==> config.mk <==
export PLATFORM = sky130hd
export DESIGN_NAME = go_back_n_link_endpoint_flat
export DESIGN_NICKNAME = d
export VERILOG_FILES = /design/src/rtl/gbn_pkg.sv /design/src/rtl/gbn_in_if.sv /design/src/rtl/gbn_out_if.sv /design/src/rtl/go_back_n_link_endpoint.sv /design/src/rtl/gbn_ram.sv /design/src/flat_wrapper.sv
export SDC_FILE = /design/constraint.sdc
export NUM_CORES = 1
export LEC_CHECK = 0
export ABC_AREA = 1
export BUFFER_PORTS_ARGS = -buffer_cell sky130_fd_sc_hd__buf_2
export CORE_AREA = 2 2 204 206
export CTS_BUF_LIST = sky130_fd_sc_hd__clkbuf_2
export DETAILED_ROUTE_END_ITERATION = 10
export DIE_AREA = 0 0 206 208
export GPL_ROUTABILITY_DRIVEN = 0
export GPL_TIMING_DRIVEN = 0
export MAX_ROUTING_LAYER = met4
export SLEW_MARGIN = 20
export SYNTH_ARGS = -nofsm -noshare
export SYNTH_HDL_FRONTEND = slang
export SYNTH_SLANG_ARGS = --single-unit
==> constraint.sdc <==
create_clock -name i_clk -period 9.15 [get_ports i_clk]
set_input_delay 1.3725 -clock i_clk [delete_from_list [all_inputs] [get_ports i_clk]]
set_output_delay 1.3725 -clock i_clk [all_outputs]
set_load 0.1 [all_outputs]
==> src/rtl/gbn_pkg.sv <==
// Shared types and constants for the go-back-N link endpoint.
package gbn_pkg;

    localparam int SEQ_BITS    = 3;
    localparam int PACKET_BITS = 32;

    typedef enum logic [1:0] {
        ACT_FRAME     = 2'd0,
        ACT_CKSUM_ERR = 2'd1,
        ACT_TIMEOUT   = 2'd2,
        ACT_PACKET    = 2'd3
    } t_action;

    typedef enum logic [1:0] {
        KIND_TX      = 2'd0,
        KIND_DELIVER = 2'd1,
        KIND_STOP    = 2'd2,
        KIND_STATUS  = 2'd3
    } t_kind;

    typedef enum logic [1:0] {
        ST_IDLE = 2'd0,
        ST_ONE  = 2'd1,
        ST_STOP = 2'd2,
        ST_TX   = 2'd3
    } t_state;

endpackage

==> src/rtl/gbn_in_if.sv <==
// Event channel into the link endpoint.
interface gbn_in_if #(
    parameter int SEQ_BITS    = gbn_pkg::SEQ_BITS,
    parameter int PACKET_BITS = gbn_pkg::PACKET_BITS
);
    logic                   valid;
    logic                   ready;
    logic [1:0]             action;
    logic [PACKET_BITS-1:0] packet_data;
    logic [SEQ_BITS-1:0]    frame_seq;
    logic [SEQ_BITS-1:0]    frame_ack;
    logic [PACKET_BITS-1:0] frame_payload;

    modport source (
        output valid, action, packet_data, frame_seq, frame_ack, frame_payload,
        input  ready
    );
    modport sink (
        input  valid, action, packet_data, frame_seq, frame_ack, frame_payload,
        output ready
    );
endinterface

==> src/rtl/gbn_out_if.sv <==
// Result channel out of the link endpoint.
interface gbn_out_if #(
    parameter int SEQ_BITS    = gbn_pkg::SEQ_BITS,
    parameter int PACKET_BITS = gbn_pkg::PACKET_BITS
);
    logic                   valid;
    logic                   ready;
    logic [1:0]             kind;
    logic [SEQ_BITS-1:0]    seq_number;
    logic [SEQ_BITS-1:0]    ack_number;
    logic [PACKET_BITS-1:0] payload;
    logic                   network_enable;
    logic                   rejected;
    logic                   last;

    modport source (
        output valid, kind, seq_number, ack_number, payload, network_enable,
               rejected, last,
        input  ready
    );
    modport sink (
        input  valid, kind, seq_number, ack_number, payload, network_enable,
               rejected, last,
        output ready
    );
endinterface

==> src/rtl/go_back_n_link_endpoint.sv <==
// Go-back-N link endpoint: event sequencer around the send buffer RAM.
//
//   channel  direction  contents
//   i_in     in         event: action, packet_data, frame_seq, frame_ack, frame_payload
//   o_out    out        word: kind, seq_number, ack_number, payload, network_enable,
//                       rejected, last
//
// An event is taken only while the sequencer is idle; it then emits 1 to 2**SEQ_BITS
// words, one per cycle while o_out is ready, through a single output register.
// A timeout issues the first send buffer read as the event is taken, after which the
// read of the next frame overlaps the issue of the current one.
// A packet, status or delivery event with no releases emits a single word from ST_ONE.
// Reset is synchronous and empties the window; the send buffer is left as it is.
module go_back_n_link_endpoint #(
    parameter int SEQ_BITS    = gbn_pkg::SEQ_BITS,
    parameter int PACKET_BITS = gbn_pkg::PACKET_BITS
) (
    input  logic       i_clk,
    input  logic       i_rst_n,
    gbn_in_if.sink     i_in,
    gbn_out_if.source  o_out
);
    import gbn_pkg::*;

    localparam int                  SeqMod = 1 << SEQ_BITS;
    localparam logic [SEQ_BITS-1:0] MaxSeq = SEQ_BITS'(SeqMod - 1);
    localparam logic [SEQ_BITS-1:0] One    = SEQ_BITS'(1);

    t_state                 r_state, n_state;
    logic [SEQ_BITS-1:0]    r_nts, n_nts;
    logic [SEQ_BITS-1:0]    r_old, n_old;
    logic [SEQ_BITS-1:0]    r_exp, n_exp;
    logic [SEQ_BITS-1:0]    r_cnt, n_cnt;
    logic [SEQ_BITS-1:0]    r_ptr, n_ptr;
    logic [SEQ_BITS-1:0]    r_rem, n_rem;

    t_kind                  r_hold_kind, n_hold_kind;
    logic [SEQ_BITS-1:0]    r_hold_seq, n_hold_seq;
    logic [SEQ_BITS-1:0]    r_hold_ack, n_hold_ack;
    logic [PACKET_BITS-1:0] r_hold_payload, n_hold_payload;
    logic                   r_hold_rej, n_hold_rej;

    logic                   r_out_valid, n_out_valid;
    t_kind                  r_out_kind, n_out_kind;
    logic [SEQ_BITS-1:0]    r_out_seq, n_out_seq;
    logic [SEQ_BITS-1:0]    r_out_ack, n_out_ack;
    logic [PACKET_BITS-1:0] r_out_payload, n_out_payload;
    logic                   r_out_ne, n_out_ne;
    logic                   r_out_rej, n_out_rej;
    logic                   r_out_last, n_out_last;

    logic                   in_acc;
    logic                   out_free;
    logic                   load;
    logic [SEQ_BITS-1:0]    ack_now;
    logic [SEQ_BITS-1:0]    win_len;
    logic [SEQ_BITS-1:0]    ack_off;
    logic                   rel_hit;
    logic [SEQ_BITS-1:0]    rel_n;
    logic                   deliver;

    t_kind                  e_kind;
    logic [SEQ_BITS-1:0]    e_seq;
    logic [SEQ_BITS-1:0]    e_ack;
    logic [PACKET_BITS-1:0] e_payload;
    logic                   e_rej;
    logic                   e_last;

    logic                   wr_en;
    logic                   rd_en;
    logic [SEQ_BITS-1:0]    rd_addr;
    logic [PACKET_BITS-1:0] rd_data;

    gbn_ram #(
        .WIDTH (PACKET_BITS),
        .DEPTH (SeqMod)
    ) u_send_buf (
        .i_clk     (i_clk),
        .i_wr_en   (wr_en),
        .i_wr_addr (r_nts),
        .i_wr_data (i_in.packet_data),
        .i_rd_en   (rd_en),
        .i_rd_addr (rd_addr),
        .o_rd_data (rd_data)
    );

    assign i_in.ready = (r_state == ST_IDLE);
    assign in_acc     = i_in.valid && i_in.ready;
    assign out_free   = !r_out_valid || o_out.ready;
    assign ack_now    = r_exp + MaxSeq;
    assign win_len    = r_nts - r_old;
    assign ack_off    = i_in.frame_ack - r_old;
    assign rel_hit    = (r_cnt != '0) && (ack_off < win_len);
    assign rel_n      = rel_hit ? ack_off + One : '0;
    assign deliver    = (i_in.frame_seq == r_exp);

    always_comb begin
        n_state        = r_state;
        n_nts          = r_nts;
        n_old          = r_old;
        n_exp          = r_exp;
        n_cnt          = r_cnt;
        n_ptr          = r_ptr;
        n_rem          = r_rem;
        n_hold_kind    = r_hold_kind;
        n_hold_seq     = r_hold_seq;
        n_hold_ack     = r_hold_ack;
        n_hold_payload = r_hold_payload;
        n_hold_rej     = r_hold_rej;
        wr_en          = 1'b0;
        rd_en          = 1'b0;
        rd_addr        = r_ptr;
        load           = 1'b0;
        e_kind         = KIND_STATUS;
        e_seq          = '0;
        e_ack          = '0;
        e_payload      = '0;
        e_rej          = 1'b0;
        e_last         = 1'b0;

        case (r_state)
            ST_IDLE: begin
                if (in_acc) begin
                    n_hold_kind    = KIND_STATUS;
                    n_hold_seq     = '0;
                    n_hold_ack     = '0;
                    n_hold_payload = '0;
                    n_hold_rej     = 1'b0;
                    n_rem          = '0;
                    n_state        = ST_ONE;
                    case (t_action'(i_in.action))
                        ACT_PACKET: begin
                            if (r_cnt != MaxSeq) begin
                                wr_en          = 1'b1;
                                n_cnt          = r_cnt + One;
                                n_nts          = r_nts + One;
                                n_hold_kind    = KIND_TX;
                                n_hold_seq     = r_nts;
                                n_hold_ack     = ack_now;
                                n_hold_payload = i_in.packet_data;
                            end else begin
                                n_hold_rej = 1'b1;
                            end
                        end
                        ACT_FRAME: begin
                            n_old = r_old + rel_n;
                            n_cnt = r_cnt - rel_n;
                            n_ptr = r_old;
                            n_rem = rel_n;
                            if (deliver) begin
                                n_exp          = r_exp + One;
                                n_hold_kind    = KIND_DELIVER;
                                n_hold_payload = i_in.frame_payload;
                            end else if (rel_hit) begin
                                n_state = ST_STOP;
                            end
                        end
                        ACT_TIMEOUT: begin
                            if (r_cnt != '0) begin
                                rd_en   = 1'b1;
                                rd_addr = r_old;
                                n_ptr   = r_old;
                                n_rem   = r_cnt;
                                n_nts   = r_old + r_cnt;
                                n_state = ST_TX;
                            end
                        end
                        default: begin
                        end
                    endcase
                end
            end
            ST_ONE: begin
                e_kind    = r_hold_kind;
                e_seq     = r_hold_seq;
                e_ack     = r_hold_ack;
                e_payload = r_hold_payload;
                e_rej     = r_hold_rej;
                e_last    = (r_rem == '0);
                if (out_free) begin
                    load    = 1'b1;
                    n_state = (r_rem == '0) ? ST_IDLE : ST_STOP;
                end
            end
            ST_STOP: begin
                e_kind = KIND_STOP;
                e_seq  = r_ptr;
                e_last = (r_rem == One);
                if (out_free) begin
                    load  = 1'b1;
                    n_ptr = r_ptr + One;
                    n_rem = r_rem - One;
                    if (r_rem == One) begin
                        n_state = ST_IDLE;
                    end
                end
            end
            ST_TX: begin
                e_kind    = KIND_TX;
                e_seq     = r_ptr;
                e_ack     = ack_now;
                e_payload = rd_data;
                e_last    = (r_rem == One);
                if (out_free) begin
                    load  = 1'b1;
                    n_ptr = r_ptr + One;
                    n_rem = r_rem - One;
                    if (r_rem == One) begin
                        n_state = ST_IDLE;
                    end else begin
                        rd_en   = 1'b1;
                        rd_addr = r_ptr + One;
                    end
                end
            end
            default: begin
                n_state = ST_IDLE;
            end
        endcase
    end

    always_comb begin
        n_out_valid   = load ? 1'b1 : (o_out.ready ? 1'b0 : r_out_valid);
        n_out_kind    = load ? e_kind : r_out_kind;
        n_out_seq     = load ? e_seq : r_out_seq;
        n_out_ack     = load ? e_ack : r_out_ack;
        n_out_payload = load ? e_payload : r_out_payload;
        n_out_ne      = load ? (r_cnt != MaxSeq) : r_out_ne;
        n_out_rej     = load ? e_rej : r_out_rej;
        n_out_last    = load ? e_last : r_out_last;
    end

    always_ff @(posedge i_clk) begin
        if (!i_rst_n) begin
            r_state     <= ST_IDLE;
            r_nts       <= '0;
            r_old       <= '0;
            r_exp       <= '0;
            r_cnt       <= '0;
            r_ptr       <= '0;
            r_rem       <= '0;
            r_out_valid <= 1'b0;
        end else begin
            r_state     <= n_state;
            r_nts       <= n_nts;
            r_old       <= n_old;
            r_exp       <= n_exp;
            r_cnt       <= n_cnt;
            r_ptr       <= n_ptr;
            r_rem       <= n_rem;
            r_out_valid <= n_out_valid;
        end
    end

    always_ff @(posedge i_clk) begin
        r_hold_kind    <= n_hold_kind;
        r_hold_seq     <= n_hold_seq;
        r_hold_ack     <= n_hold_ack;
        r_hold_payload <= n_hold_payload;
        r_hold_rej     <= n_hold_rej;
        r_out_kind     <= n_out_kind;
        r_out_seq      <= n_out_seq;
        r_out_ack      <= n_out_ack;
        r_out_payload  <= n_out_payload;
        r_out_ne       <= n_out_ne;
        r_out_rej      <= n_out_rej;
        r_out_last     <= n_out_last;
    end

    assign o_out.valid          = r_out_valid;
    assign o_out.kind           = r_out_kind;
    assign o_out.seq_number     = r_out_seq;
    assign o_out.ack_number     = r_out_ack;
    assign o_out.payload        = r_out_payload;
    assign o_out.network_enable = r_out_ne;
    assign o_out.rejected       = r_out_rej;
    assign o_out.last           = r_out_last;
endmodule

==> src/rtl/gbn_ram.sv <==
// Generic simple dual-port RAM with one write port and a registered read port.
module gbn_ram #(
    parameter int WIDTH = gbn_pkg::PACKET_BITS,
    parameter int DEPTH = 1 << gbn_pkg::SEQ_BITS
) (
    input  logic                     i_clk,
    input  logic                     i_wr_en,
    input  logic [$clog2(DEPTH)-1:0] i_wr_addr,
    input  logic [WIDTH-1:0]         i_wr_data,
    input  logic                     i_rd_en,
    input  logic [$clog2(DEPTH)-1:0] i_rd_addr,
    output logic [WIDTH-1:0]         o_rd_data
);
    logic [WIDTH-1:0] r_mem [DEPTH];
    logic [WIDTH-1:0] r_rd_data;

    always_ff @(posedge i_clk) begin
        if (i_wr_en) begin
            r_mem[i_wr_addr] <= i_wr_data;
        end
        if (i_rd_en) begin
            r_rd_data <= r_mem[i_rd_addr];
        end
    end

    assign o_rd_data = r_rd_data;
endmodule

==> src/flat_wrapper.sv <==
// flat-port wrapper written by rule: the top's interface ports become plain ports
module go_back_n_link_endpoint_flat import gbn_pkg::*;
#(
    parameter int SEQ_BITS    = gbn_pkg::SEQ_BITS,
    parameter int PACKET_BITS = gbn_pkg::PACKET_BITS
)
  (i_clk, i_rst_n, i_in_valid, i_in_action, i_in_packet_data, i_in_frame_seq, i_in_frame_ack, i_in_frame_payload, i_in_ready, o_out_valid, o_out_kind, o_out_seq_number, o_out_ack_number, o_out_payload, o_out_network_enable, o_out_rejected, o_out_last, o_out_ready);
  gbn_in_if #(.SEQ_BITS(SEQ_BITS), .PACKET_BITS(PACKET_BITS)) i_in_i ();
  gbn_out_if #(.SEQ_BITS(SEQ_BITS), .PACKET_BITS(PACKET_BITS)) o_out_i ();
  input  logic i_clk;
  input  logic i_rst_n;
  input wire logic [$bits(i_in_i.valid)-1:0] i_in_valid;
  input wire logic [$bits(i_in_i.action)-1:0] i_in_action;
  input wire logic [$bits(i_in_i.packet_data)-1:0] i_in_packet_data;
  input wire logic [$bits(i_in_i.frame_seq)-1:0] i_in_frame_seq;
  input wire logic [$bits(i_in_i.frame_ack)-1:0] i_in_frame_ack;
  input wire logic [$bits(i_in_i.frame_payload)-1:0] i_in_frame_payload;
  output wire logic [$bits(i_in_i.ready)-1:0] i_in_ready;
  output wire logic [$bits(o_out_i.valid)-1:0] o_out_valid;
  output wire logic [$bits(o_out_i.kind)-1:0] o_out_kind;
  output wire logic [$bits(o_out_i.seq_number)-1:0] o_out_seq_number;
  output wire logic [$bits(o_out_i.ack_number)-1:0] o_out_ack_number;
  output wire logic [$bits(o_out_i.payload)-1:0] o_out_payload;
  output wire logic [$bits(o_out_i.network_enable)-1:0] o_out_network_enable;
  output wire logic [$bits(o_out_i.rejected)-1:0] o_out_rejected;
  output wire logic [$bits(o_out_i.last)-1:0] o_out_last;
  input wire logic [$bits(o_out_i.ready)-1:0] o_out_ready;
  assign i_in_i.valid = i_in_valid;
  assign i_in_i.action = i_in_action;
  assign i_in_i.packet_data = i_in_packet_data;
  assign i_in_i.frame_seq = i_in_frame_seq;
  assign i_in_i.frame_ack = i_in_frame_ack;
  assign i_in_i.frame_payload = i_in_frame_payload;
  assign i_in_ready = i_in_i.ready;
  assign o_out_valid = o_out_i.valid;
  assign o_out_kind = o_out_i.kind;
  assign o_out_seq_number = o_out_i.seq_number;
  assign o_out_ack_number = o_out_i.ack_number;
  assign o_out_payload = o_out_i.payload;
  assign o_out_network_enable = o_out_i.network_enable;
  assign o_out_rejected = o_out_i.rejected;
  assign o_out_last = o_out_i.last;
  assign o_out_i.ready = o_out_ready;
  go_back_n_link_endpoint #(.SEQ_BITS(SEQ_BITS), .PACKET_BITS(PACKET_BITS)) u_core (.i_clk(i_clk), .i_rst_n(i_rst_n), .i_in(i_in_i), .o_out(o_out_i));
endmodule
Yosys cells after proc, flatten, opt, wreduce, memory -nomap -nowiden --
Memories as Yosys holds them, arrays and structs flattened. A register that Yosys moved wholly into a read port is not among the register bits. Index checks and enable logic that the tools add are counted.
Word-level totals: memory bits (read-only) 0, RAM bits 256, logic and storage cells 131, output and inout port bits 45, latch bits 0, register bits after elaboration 105, input port bits 76, memories kept 1
Cells by class: divide/modulo/power cells 0, shift operators 0, add/sub/neg operators 12, multipliers 0, reductions and logical operators 23, equality and inequality tests 15, muxes and demuxes 59, $lt $le $gt $ge 1, bitwise gates (word level) 0
Memories:
- u_core.u_send_buf.r_mem | depth 8, width 32, rd ports 1, clocked after Yosys merged registers in 1, write ports 1, line gbn_ram.sv:14 | logic [WIDTH-1:0] r_mem [DEPTH];
Operators with widths (count):
- 32-bit one-hot mux with 2 select lines | 2
- 32-bit 2-to-1 mux | 2
- 3-bit one-hot mux with 2 select lines | 9
- 3-bit 2-to-1 mux | 14
- 2-bit 2-to-1 mux | 10
- 1-bit 2-to-1 mux | 16
- 4-bit AND reduction | 4
- 3-bit by 1-bit adder with 3-bit output (second input constant) | 5
- 2-bit one-hot mux with 3 select lines | 2
- 2-bit by 1-bit != test with 1-bit output (second input constant) | 5
- 3-bit subtractor | 3
- 2-bit == test (second input constant) | 4
- 2-bit one-hot mux with 2 select lines | 2
- 2-bit nonzero test | 4
- 3-bit adder | 2
- 3-bit != test (second input constant) | 2
- 3-bit AND reduction | 2
- 5-bit AND reduction | 1
- 2-bit logical NOT | 2
- 1-bit one-hot mux with 2 select lines | 2
- 2-bit AND reduction | 2
- 3-bit adder (second input constant) | 1
- 3-bit by 1-bit == test with 1-bit output (second input constant) | 1
- 3-bit == test | 1
- 11 further kinds | 12

Depth between registers and ports, before layout --
Gate-level depths: netlist of the first run.
word-level depth 8, mapped depth 21, gate-level depth less buffers 21

Hierarchy --
Synthesis of the first run repeated with hierarchy kept, for this count alone.
Second synthesis, totals: cell total of the unflattened synthesis 1696, area, all modules 17656.9 µm²
Modules (own cells, without submodules):
- gbn_ram | cells each 1156, area an instance 12192.9 µm², sequential area each 8648.3 µm², instances 1
- go_back_n_link_endpoint | cells each 540, area an instance 5464.0 µm², sequential area each 2942.8 µm², instances 1

Worst setup path before layout of the first run --
OpenSTA, ideal clock, no wires.
path type register to register, start register u_core.r_state[0], end register u_core.u_send_buf.r_rd_data[0], in the netlist u_core.u_send_buf.o_rd_data[0] (read register of u_core.u_send_buf.r_mem) (enable), slack 4.998 ns, setup time 0.432 ns, period minus slack after synthesis 4.152 ns, cell stages (with the launch flop) 10, buffers on the path 1, data required time 8.718 ns, data arrival time 3.721 ns, cell sequence dfxtp_1 inv_1 ha_1 buf_4 nand2_4 clkinv_4 nand2_4 nor2_2 inv_1 a21oi_1
Between the ends: word-level cells in the longest chain between the ends 4, elaborated cells on any way between the ends 7, classes of those cells eq/ne: 1; mux: 4; reduce/logical: 2
Ends and longest elaborated chain:
- from (decl) | line go_back_n_link_endpoint.sv:29 | t_state r_state, n_state;
- from (signal assigned) | line go_back_n_link_endpoint.sv:244 | r_state <= n_state;
- 2-bit logical NOT * | line go_back_n_link_endpoint.sv:87 | assign i_in.ready = (r_state == ST_IDLE);
- via i_in_ready | line flat_wrapper.sv:18 | output wire logic [$bits(i_in_i.ready)-1:0] i_in_ready;
- 1-bit logical AND | line go_back_n_link_endpoint.sv:88 | assign in_acc = i_in.valid && i_in.ready;
- 1-bit 2-to-1 mux | line go_back_n_link_endpoint.sv:123 | if (in_acc) begin
- 1-bit one-hot mux with 2 select lines * | line go_back_n_link_endpoint.sv:121 | case (r_state)
- via u_core.rd_en | line go_back_n_link_endpoint.sv:70 | logic rd_en;
- to (decl) | line gbn_ram.sv:15 | logic [WIDTH-1:0] r_rd_data;
Mark *: on every way through the listed nets, which the timed path passes. The rest lies on a longest branch. A chain may end at the register's enable or synchronous reset.

Worst setup path in the final report of the first run --
start register u_core.r_state[0], end output i_in_ready
Between the ends: word-level cells in the longest chain between the ends 1
Ends and longest elaborated chain (line):
- 2-bit logical NOT | go_back_n_link_endpoint.sv:87
- to (decl) | flat_wrapper.sv:18
No other way between the ends.

==> flow_metrics.env, run 1 <==
export IMPL_status="complete, no violations"
export IMPL_power_density_mw_per_mm2=294.7
export IMPL_power_frac_comb=0.424
export IMPL_ys_warn_count=0
export IMPL_finClkSkew_ns=0.04164
export IMPL_grt_pass1_wl_um=73140
export IMPL_final_common_cell="nand2_1"
export IMPL_regToRegEndpoint="u_core.r_cnt[2]"
export IMPL_antenna_found_initial=2
export IMPL_cp_endpoint="i_in_ready"
export IMPL_synth_avg_cell_area_sq_um=10.35
export IMPL_relSlewSlack=0.2427
export IMPL_clockPowerShare=0.190
export IMPL_cts_setup_buffers=0
export IMPL_rr_startpoint="u_core.r_old[1]"
export IMPL_place_area_sq_mm=0.01970
export IMPL_cts_resized=0
export IMPL_grt_pass1_vias=13122
export IMPL_rsz0062_at_grt="false"
export IMPL_place_detailed_hpwl_um=33030
export IMPL_most_common_layout_cells="nand2_1, edfxtp_1, inv_1, buf_2, nand3_1"
export IMPL_clk_latency_ns=1.02
export IMPL_fin_cells=2590
export IMPL_worstPathArrival_ns=2.17
export IMPL_crit_family="buffers and inverters"
export IMPL_p_leak_nw=8.857
export IMPL_grt_ovfl_total=0
export IMPL_vias=13331
export IMPL_synth_distinct_cells=35
export IMPL_dp_cells=2412
export IMPL_drive_above_1_share=0.1896
export IMPL_fmax_mhz=282.5
export IMPL_setup_violations=0
export IMPL_grt_max_degree=49
export IMPL_crit_path_end_kind="primary output"
export IMPL_clock_sinks=393
export IMPL_finalNetCount=2086
export IMPL_grt_usage=0.2331
export IMPL_cp_slowest_stage_delay_ns=0.44
export IMPL_seq_area_sq_mm=0.01159
export IMPL_total_power_mw=6.064
export IMPL_worst_pin_slew_ns=1.132
export IMPL_hold_buffers=0
export IMPL_syn_to_final_growth_pct=13.57
export IMPL_cp_data_required_time_ns=7.78
export IMPL_cp_slowest_cell="buf_2"
export IMPL_r2r_cells=16
export IMPL_clk_pin_slew_ns=0.11
export IMPL_setup_worst_path_start="u_core.r_state[0]"
export IMPL_cts_buffers=100
export IMPL_syn_inst=1750
export IMPL_rrSetupSlack_ns=5.66
export IMPL_syn_num_nets=1854
export IMPL_die_area_sq_mm=0.04285
export IMPL_drv_slew=0
export IMPL_ios=121
export IMPL_n_fill_cell=3740
export IMPL_antenna_left=0
export IMPL_crit_path_start_kind="register"
export IMPL_crit_chain="inv_1 -> ha_1 -> buf_2"
export IMPL_p_sw_frac=0.4536
export IMPL_die_y_um=208
export IMPL_hold_path_class="reg -> reg"
export IMPL_hold_ws_ns=0.5271
export IMPL_netlist_area_sq_mm=0.01812
export IMPL_detail_route_wl_per_cell_um=18.51
export IMPL_critPathMaxFanout=6
export IMPL_fin_crit_sh=0.3869
export IMPL_cap_viol_max_count=0
export IMPL_cts_tree="done"
export IMPL_initial_utilization=0.4468
export IMPL_ys_seq_area_frac=0.6397
export IMPL_seq_power_share=0.386
export IMPL_ir_drop_uv=139.1
export IMPL_cts_root_buffer="clkbuf_2"
export IMPL_die_w_um=206
export IMPL_final_hold_viol_count=0
export IMPL_final_area_sq_mm=0.02058
export IMPL_drc=0
export IMPL_setup_tns_ns=0
export IMPL_internal_power_mw=3.313
export IMPL_p_sw_mw=2.751
export IMPL_multiInputGateArea_sq_mm=0.004876
export IMPL_via_per_inst=5.147
export IMPL_cts_max_path_buffers=3
export IMPL_firstDrtPassIters=5
export IMPL_critical_path_class="reg -> out"
export IMPL_synth_seq_cells=393
export IMPL_wirelength_um=47950
export IMPL_portBuffers=120
export IMPL_path_depth=3
export IMPL_critPathBufInv=2
export IMPL_finalCriticalPeriod_ns=3.540
export IMPL_drt_iter0_drc=919
export IMPL_htreeDepth=3
export IMPL_core_sq_mm=0.04055
export IMPL_rows=74
-- final cells by class --
type	count	share of cell area
antenna	1	0.0001216
buffer	103	0.02627
clock buffer	137	0.03332
clock inverter	40	0.009120
inverter	316	0.05788
multi-input combinational	938	0.2369
sequential	393	0.5633
tap	532	0.03235
timing repair buffer	130	0.04074
-- routing by layer --
metal | vias up | wire length (um) | GRT usage
li1 | 6454 | - | -
met1 | 6293 | 20270 | 0.2983
met2 | 491 | 23040 | 0.3688
met3 | 93 | 3357 | 0.03947
met4 | 0 | 1287 | 0.09409
met5 | - | 0 | -
-- through the flow --
stage,utilization,setup slack (ns)
4_1_cts,0.5074,5.472
6_report,0.5074,5.610
3_5_place_dp,0.4858,4.820
5_1_grt,0.5074,5.372
3_3_place_gp,0.4780,3.282
2_1_floorplan,-,4.998
-- synthesized netlist by cell type --
| library cell | n | area, sq um |
|---|---|---|
| a21oi_1 | 62 | 310.3 |
| a22o_1 | 32 | 280.3 |
| a22oi_1 | 1 | 7.510 |
| buf_1 | 4 | 15.01 |
| buf_2 | 66 | 330.3 |
| buf_4 | 11 | 82.58 |
| buf_6 | 4 | 45.04 |
| clkbuf_1 | 18 | 67.56 |
| clkinv_1 | 1 | 3.750 |
| clkinv_4 | 1 | 8.760 |
| dfxtp_1 | 21 | 420.4 |
| edfxtp_1 | 372 | 11170 |
| fa_1 | 5 | 100.1 |
| ha_1 | 23 | 287.8 |
| inv_1 | 309 | 1160 |
| inv_2 | 5 | 18.77 |
| nand2_1 | 392 | 1471 |
| nand2_2 | 4 | 25.02 |
| nand2_4 | 2 | 22.52 |
| nand3_1 | 184 | 920.9 |
| nand3_2 | 3 | 30.03 |
| nand3b_1 | 1 | 7.510 |
| nand4_1 | 133 | 832.1 |
| nor2_1 | 38 | 142.6 |
| nor2_2 | 4 | 25.02 |
| nor2_4 | 1 | 11.26 |
| nor3_1 | 1 | 5.000 |
| o211ai_1 | 2 | 15.01 |
| o21ai_0 | 30 | 150.1 |
| o21ai_1 | 5 | 25.02 |
| o22ai_1 | 2 | 12.51 |
| o31ai_2 | 1 | 12.51 |
| or2_2 | 1 | 6.260 |
| xnor2_1 | 8 | 70.07 |
| xor2_1 | 3 | 26.28 |
-- state kept, by name, summed over array words and instances, names as in the netlist, 32 cells and up --
register                     cells
u_core.u_send_buf.r_mem        256
u_core.o_out.payload            32
u_core.u_send_buf.o_rd_data     32
u_core.r_hold_payload           32
-- tightest hold or removal path, stage by stage, from the launching register on --
cell     delay (ns)
dfxtp_1        0.35
inv_1          0.08
a21oi_1        0.06
-- how the worst min path moves through the flow --
stage	from	to	cells after the start
finish	u_core.r_exp[1]	u_core.r_exp[1]	2
global route	u_core.r_hold_payload[26]	u_core.o_out.payload[26]	1
detailed placement	u_core.r_hold_rej	u_core.o_out.rejected	2
floorplan	u_core.r_exp[1]	u_core.r_exp[1]	2
CTS	u_core.r_hold_payload[20]	u_core.o_out.payload[20]	1
global placement	u_core.r_exp[1]	u_core.r_exp[1]	2
-- power by group through the flow --
stage	clock network (mW)	logic (mW)	registers, mW
6_report	1.15	2.57	2.34
5_1_grt	1.27	2.79	2.36
4_1_cts	1.19	2.58	2.34
3_5_place_dp	0	2.57	2.38
3_3_place_gp	0	2.51	2.39
2_1_floorplan	0	1.20	3.07
-- cells by family (layout without fill, tap and decap cells) --
family	Yosys count	in the layout	synth area share
AND/OR/NAND/NOR	764	764	0.1931
buffers and inverters	419	726	0.09557
flip-flops	393	393	0.6397
AO/OA/AOI/OAI	135	135	0.04488
adder cells (fa/ha/maj)	28	28	0.02141
XOR/XNOR	11	11	0.005317
other	0	1	0
No activity file was read; power rests on OpenSTA's default activity.
==> inputs of run 2 (changes only) <==
clock period = 3.6 ns   (was 9.15 ns; I/O delays follow)
==> flow_metrics.env, run 2 (same netlist as run 1, synthesis figures left out) <==
export IMPL_critPathMaxFanout=6
export IMPL_crit_path_start_kind="register"
export IMPL_p_leak_nw=9.195
export IMPL_cts_buffers=99
export IMPL_drt_iter0_drc=794
export IMPL_setup_tns_ns=0
export IMPL_clock_sinks=393
export IMPL_worst_pin_slew_ns=0.8592
export IMPL_ios=121
export IMPL_ir_drop_uv=516.2
export IMPL_cp_slowest_stage_delay_ns=0.43
export IMPL_die_w_um=206
export IMPL_portBuffers=120
export IMPL_regMostFlops="u_core.u_send_buf.r_mem"
export IMPL_die_y_um=208
export IMPL_grt_pass1_wl_um=74580
export IMPL_crit_chain="inv_1 -> ha_1 -> inv_1 -> fa_1 -> xnor2_1 -> xor2_1 -> ha_1 -> a21oi_1 -> nand3_2 -> o21ai_1 -> ha_1 -> inv_1 -> fa_1 -> nand3_1 -> nand2_1 -> nor2_1 -> nor2_1 -> nor2_1"
export IMPL_drv_slew=0
export IMPL_critical_path_class="reg -> reg"
export IMPL_final_common_cell="nand2_1"
export IMPL_cp_slowest_cell="fa_1"
export IMPL_drc=0
export IMPL_initial_utilization=0.4468
export IMPL_antenna_found_initial=1
export IMPL_finClkSkew_ns=0.06415
export IMPL_wirelength_um=48420
export IMPL_fmax_mhz=301.7
export IMPL_antenna_left=0
export IMPL_fin_crit_sh=0.9206
export IMPL_cts_tree="done"
export IMPL_seq_area_sq_mm=0.01159
export IMPL_place_area_sq_mm=0.01973
export IMPL_vias=13730
export IMPL_most_common_layout_cells="nand2_1, edfxtp_1, inv_1, buf_2, nand3_1"
export IMPL_cap_viol_max_count=0
export IMPL_syn_to_final_growth_pct=17.97
export IMPL_cts_root_buffer="clkbuf_2"
export IMPL_grt_pass1_vias=13460
export IMPL_firstDrtPassIters=7
export IMPL_n_fill_cell=3722
export IMPL_final_area_sq_mm=0.02138
export IMPL_rsz0062_at_grt="false"
export IMPL_core_sq_mm=0.04055
export IMPL_grt_usage=0.2355
export IMPL_setup_violations=0
export IMPL_worstPathArrival_ns=4.19
export IMPL_grt_max_degree=49
export IMPL_hold_path_class="in -> reg"
export IMPL_cp_data_required_time_ns=4.48
export IMPL_finalNetCount=2157
export IMPL_via_per_inst=5.154
export IMPL_status="complete, no violations"
export IMPL_largest_reg_flops=256
export IMPL_clk_latency_ns=0.99
export IMPL_place_detailed_hpwl_um=33100
export IMPL_rows=74
export IMPL_final_hold_viol_count=0
export IMPL_htreeDepth=3
export IMPL_multiInputGateArea_sq_mm=0.004886
export IMPL_crit_path_end_kind="register"
export IMPL_power_density_mw_per_mm2=728.6
export IMPL_grt_ovfl_total=0
export IMPL_drive_above_1_share=0.1863
export IMPL_cts_max_path_buffers=3
export IMPL_finalCriticalPeriod_ns=3.314
export IMPL_clk_pin_slew_ns=0.10
export IMPL_relSlewSlack=0.4272
export IMPL_die_area_sq_mm=0.04285
export IMPL_detail_route_wl_per_cell_um=18.17
==> run 2: cell count changes in the layout (fill, tap and decap cells not counted), moves of 2 or more <==
cell	change
buf_12	-2
buf_16	+2
clkbuf_2	+3
clkinv_2	-4
dfxtp_1	-2
dfxtp_2	+2
dlygate4sd3_1	+71
nor2_1	-2
nor2_2	+2
==> run 2: worst paths after layout <==
path                                  start                  endpoint  slack (ns)  cells after the start
setup reg to reg            u_core.r_nts[0]           u_core.r_cnt[2]        0.29                     18
setup / recovery            u_core.r_nts[0]           u_core.r_cnt[2]        0.29                     18
hold reg to reg   u_core.r_hold_payload[25]  u_core.o_out.payload[25]        0.53                      1
hold / removal            i_in_frame_seq[2]     u_core.r_hold_kind[1]        0.13                      5
==> run 2: power breakdown <==
group          total (mW)  leakage (nW)  internal (mW)  switching [mW]
sequential           5.96          3.59           5.79           0.179
clock                2.99         0.675           1.20            1.79
combinational        6.62          4.93           1.59            5.03
total                15.6          9.19           8.57            7.00
==> run 2: per-layer routing <==
| metal | GRT usage | vias up | share of wire |
|---|---|---|---|
| met5 | - | - | 0 |
| met4 | 0.08374 | 0 | 0.027 |
| met3 | 0.03869 | 103 | 0.065 |
| met2 | 0.3763 | 490 | 0.48 |
| met1 | 0.3037 | 6543 | 0.43 |
| li1 | - | 6594 | - |
==> run 2: area by class of cell <==
type                            count  share of cell area
Sequential cell                   393              0.5424
Multi-Input combinational cell    938              0.2286
Tap cell                          532             0.03114
Clock buffer                      140             0.03278
Antenna cell                        1           0.0001171
Timing Repair Buffer              202             0.07387
Inverter                          316             0.05584
Buffer                            103             0.02529
Clock inverter                     39             0.01001
==> run 2: timing repair <==
action | CTS | global route
buffers inserted | 0 | 0
hold buffers | 71 | 0
resized for setup | 0 | 6
endpoints found under the setup margin | 0 | 3
endpoints found under the hold margin | 299 | 0
==> run 2: stage by stage <==
step	util	hold WS [ns]	cells	setup slack [ns]	power, mW
global placement	0.4784	0.5027	2402	-1.009	12.47
CTS	0.5267	0.02764	2663	0.1170	15.69
floorplan	-	0.4763	1750	-0.2960	10.85
global route	0.5271	0.09179	2664	0.006442	16.52
detailed placement	0.4866	0.5061	2413	0.06866	12.62
finish	0.5271	0.1279	2664	0.2858	15.57
==> run 2: critical path: cells and delay by family, from the launching register on <==
family / cells / cell delay (ns)
buffers and inverters: 3 / 0.22
AND/OR/NAND/NOR: 6 / 0.61
flip-flops: 1 / 0.34
AO/OA/AOI/OAI: 2 / 0.35
XOR/XNOR: 2 / 0.29
adder cells (fa/ha/maj): 5 / 1.45
==> inputs of run 3 (changes only) <==
==> constraint.sdc (replaced) <==
create_clock -name i_clk -period 2.8 [get_ports i_clk]
set_input_delay 0.42 -clock i_clk [delete_from_list [all_inputs] [get_ports i_clk]]
set_output_delay 0.42 -clock i_clk [all_outputs]
set_load 0.02 [all_outputs]
==> flow_metrics.env, run 3 (same netlist as run 1, synthesis figures left out) <==
export IMPL_status="finished, violations left"
export IMPL_violations="setup timing"
export IMPL_place_area_sq_mm=0.01974
export IMPL_clock_sinks=393
export IMPL_regMostFlops="u_core.u_send_buf.r_mem"
export IMPL_die_area_sq_mm=0.04285
export IMPL_cts_max_path_buffers=3
export IMPL_antenna_left=0
export IMPL_cap_viol_max_count=0
export IMPL_ios=121
export IMPL_rows=74
export IMPL_die_y_um=208
export IMPL_antenna_found_initial=1
export IMPL_drive_above_1_share=0.2022
export IMPL_syn_to_final_growth_pct=19.53
export IMPL_most_common_layout_cells="nand2_1, edfxtp_1, inv_1, nand3_1, buf_2"
export IMPL_clk_pin_slew_ns=0.10
export IMPL_grt_usage=0.2368
export IMPL_drv_slew=0
export IMPL_largest_reg_flops=256
export IMPL_vias=13677
export IMPL_ir_drop_uv=364.7
export IMPL_final_area_sq_mm=0.02166
export IMPL_finalCriticalPeriod_ns=2.991
export IMPL_initial_utilization=0.4468
export IMPL_grt_ovfl_total=0
export IMPL_cts_root_buffer="clkbuf_2"
export IMPL_core_sq_mm=0.04055
export IMPL_wirelength_um=49280
export IMPL_portBuffers=120
export IMPL_clk_latency_ns=0.97
export IMPL_cp_data_required_time_ns=3.69
export IMPL_drc=0
export IMPL_power_density_mw_per_mm2=844.3
export IMPL_final_common_cell="nand2_1"
export IMPL_crit_path_start_kind="register"
export IMPL_critical_path_class="reg -> reg"
export IMPL_cts_buffers=98
export IMPL_via_per_inst=5.122
export IMPL_detail_route_wl_per_cell_um=18.46
export IMPL_relSlewSlack=0.2464
export IMPL_firstDrtPassIters=6
export IMPL_setup_violations=4
export IMPL_worst_pin_slew_ns=1.126
export IMPL_fmax_mhz=334.4
export IMPL_cts_tree="done"
export IMPL_worstPathArrival_ns=3.88
export IMPL_place_detailed_hpwl_um=32640
export IMPL_grt_pass1_vias=13491
export IMPL_fin_crit_sh=1.068
export IMPL_grt_pass1_wl_um=74450
export IMPL_grt_max_degree=49
export IMPL_setup_ws_ns=-0.1907
export IMPL_crit_path_end_kind="register"
export IMPL_hold_path_class="in -> reg"
export IMPL_final_hold_viol_count=0
export IMPL_rsz0062_at_grt="true"
export IMPL_finClkSkew_ns=0.05681
export IMPL_htreeDepth=3
export IMPL_p_leak_nw=9.289
export IMPL_setup_tns_ns=-0.5936
export IMPL_critPathMaxFanout=4
export IMPL_finalNetCount=2167
export IMPL_drt_iter0_drc=1061
export IMPL_die_w_um=206
run 3: final cells by class:
type,instances,area [sq um]
inverters,316,1212
clock buffers,139,695.7
multi-input cells,938,4985
repair inverters,1,11.26
repair buffers,212,1688
flip-flops and latches,393,11600
plain buffers,103,631.9
well taps,532,665.6
fillers,3619,18900
clock inverters,35,165.2
diodes,1,2.502
run 3: where the power goes:
part	switching [mW]	internal [mW]
Clock	2.32	1.43
Sequential	0.209	7.44
Combinational	4.68	2.21
Total	7.21	11.1
run 3: timing repair:
| action | in CTS | in global routing |
|---|---|---|
| hold endpoints to repair | 339 | 0 |
| setup buffers | 12 | 1 |
| gates resized for setup | 40 | 28 |
| pin swaps | 9 | 6 |
| hold buffers | 69 | 0 |
| gates cloned | 0 | 1 |
| setup endpoints to repair | 276 | 101 |
run 3: worst paths after layout:
check	slack (ns)	endpoint	cells after the start	start
max	-0.19	u_core.r_cnt[2]	17	u_core.r_nts[0]
min	0.15	u_core.r_old[2]	8	i_in_frame_ack[2]
max reg2reg	-0.19	u_core.r_cnt[2]	17	u_core.r_nts[0]
min reg2reg	0.51	u_core.o_out.payload[9]	1	u_core.r_hold_payload[9]
run 3: per-stage QoR:
stage / total power, mW / worst slack, ns / std cells / hold WS, ns / utilization
2_1_floorplan: 12.06 / -0.4656 / 1750 / 0.4742 / -
3_3_place_gp: 14.14 / -1.739 / 2402 / 0.5046 / 0.4792
3_5_place_dp: 14.30 / -0.5308 / 2412 / 0.5073 / 0.4866
4_1_cts: 18.25 / -0.2041 / 2667 / 0.04822 / 0.5318
5_1_grt: 19.42 / -0.3337 / 2670 / 0.1660 / 0.5341
6_report: 18.29 / -0.1907 / 2670 / 0.1523 / 0.5341
run 3: layer usage:
metal,share of wire,GRT usage
met1,0.41,0.2974
met2,0.47,0.3710
met3,0.078,0.04903
met4,0.034,0.1034
met5,0,-
run 3: critical path: stages, from the launching register on:
cell and delay [ns]:
dfxtp_2 0.33, inv_2 0.07, ha_4 0.12, inv_2 0.03
fa_2 0.34, xnor2_2 0.14, xor2_1 0.16, ha_1 0.31
a21oi_2 0.18, nand3_4 0.13, nor2_2 0.22, nor2_1 0.10
fa_2 0.43, nand3_2 0.10, nand2_1 0.05, nor2_1 0.09
nor2_1 0.04, nor2_1 0.09
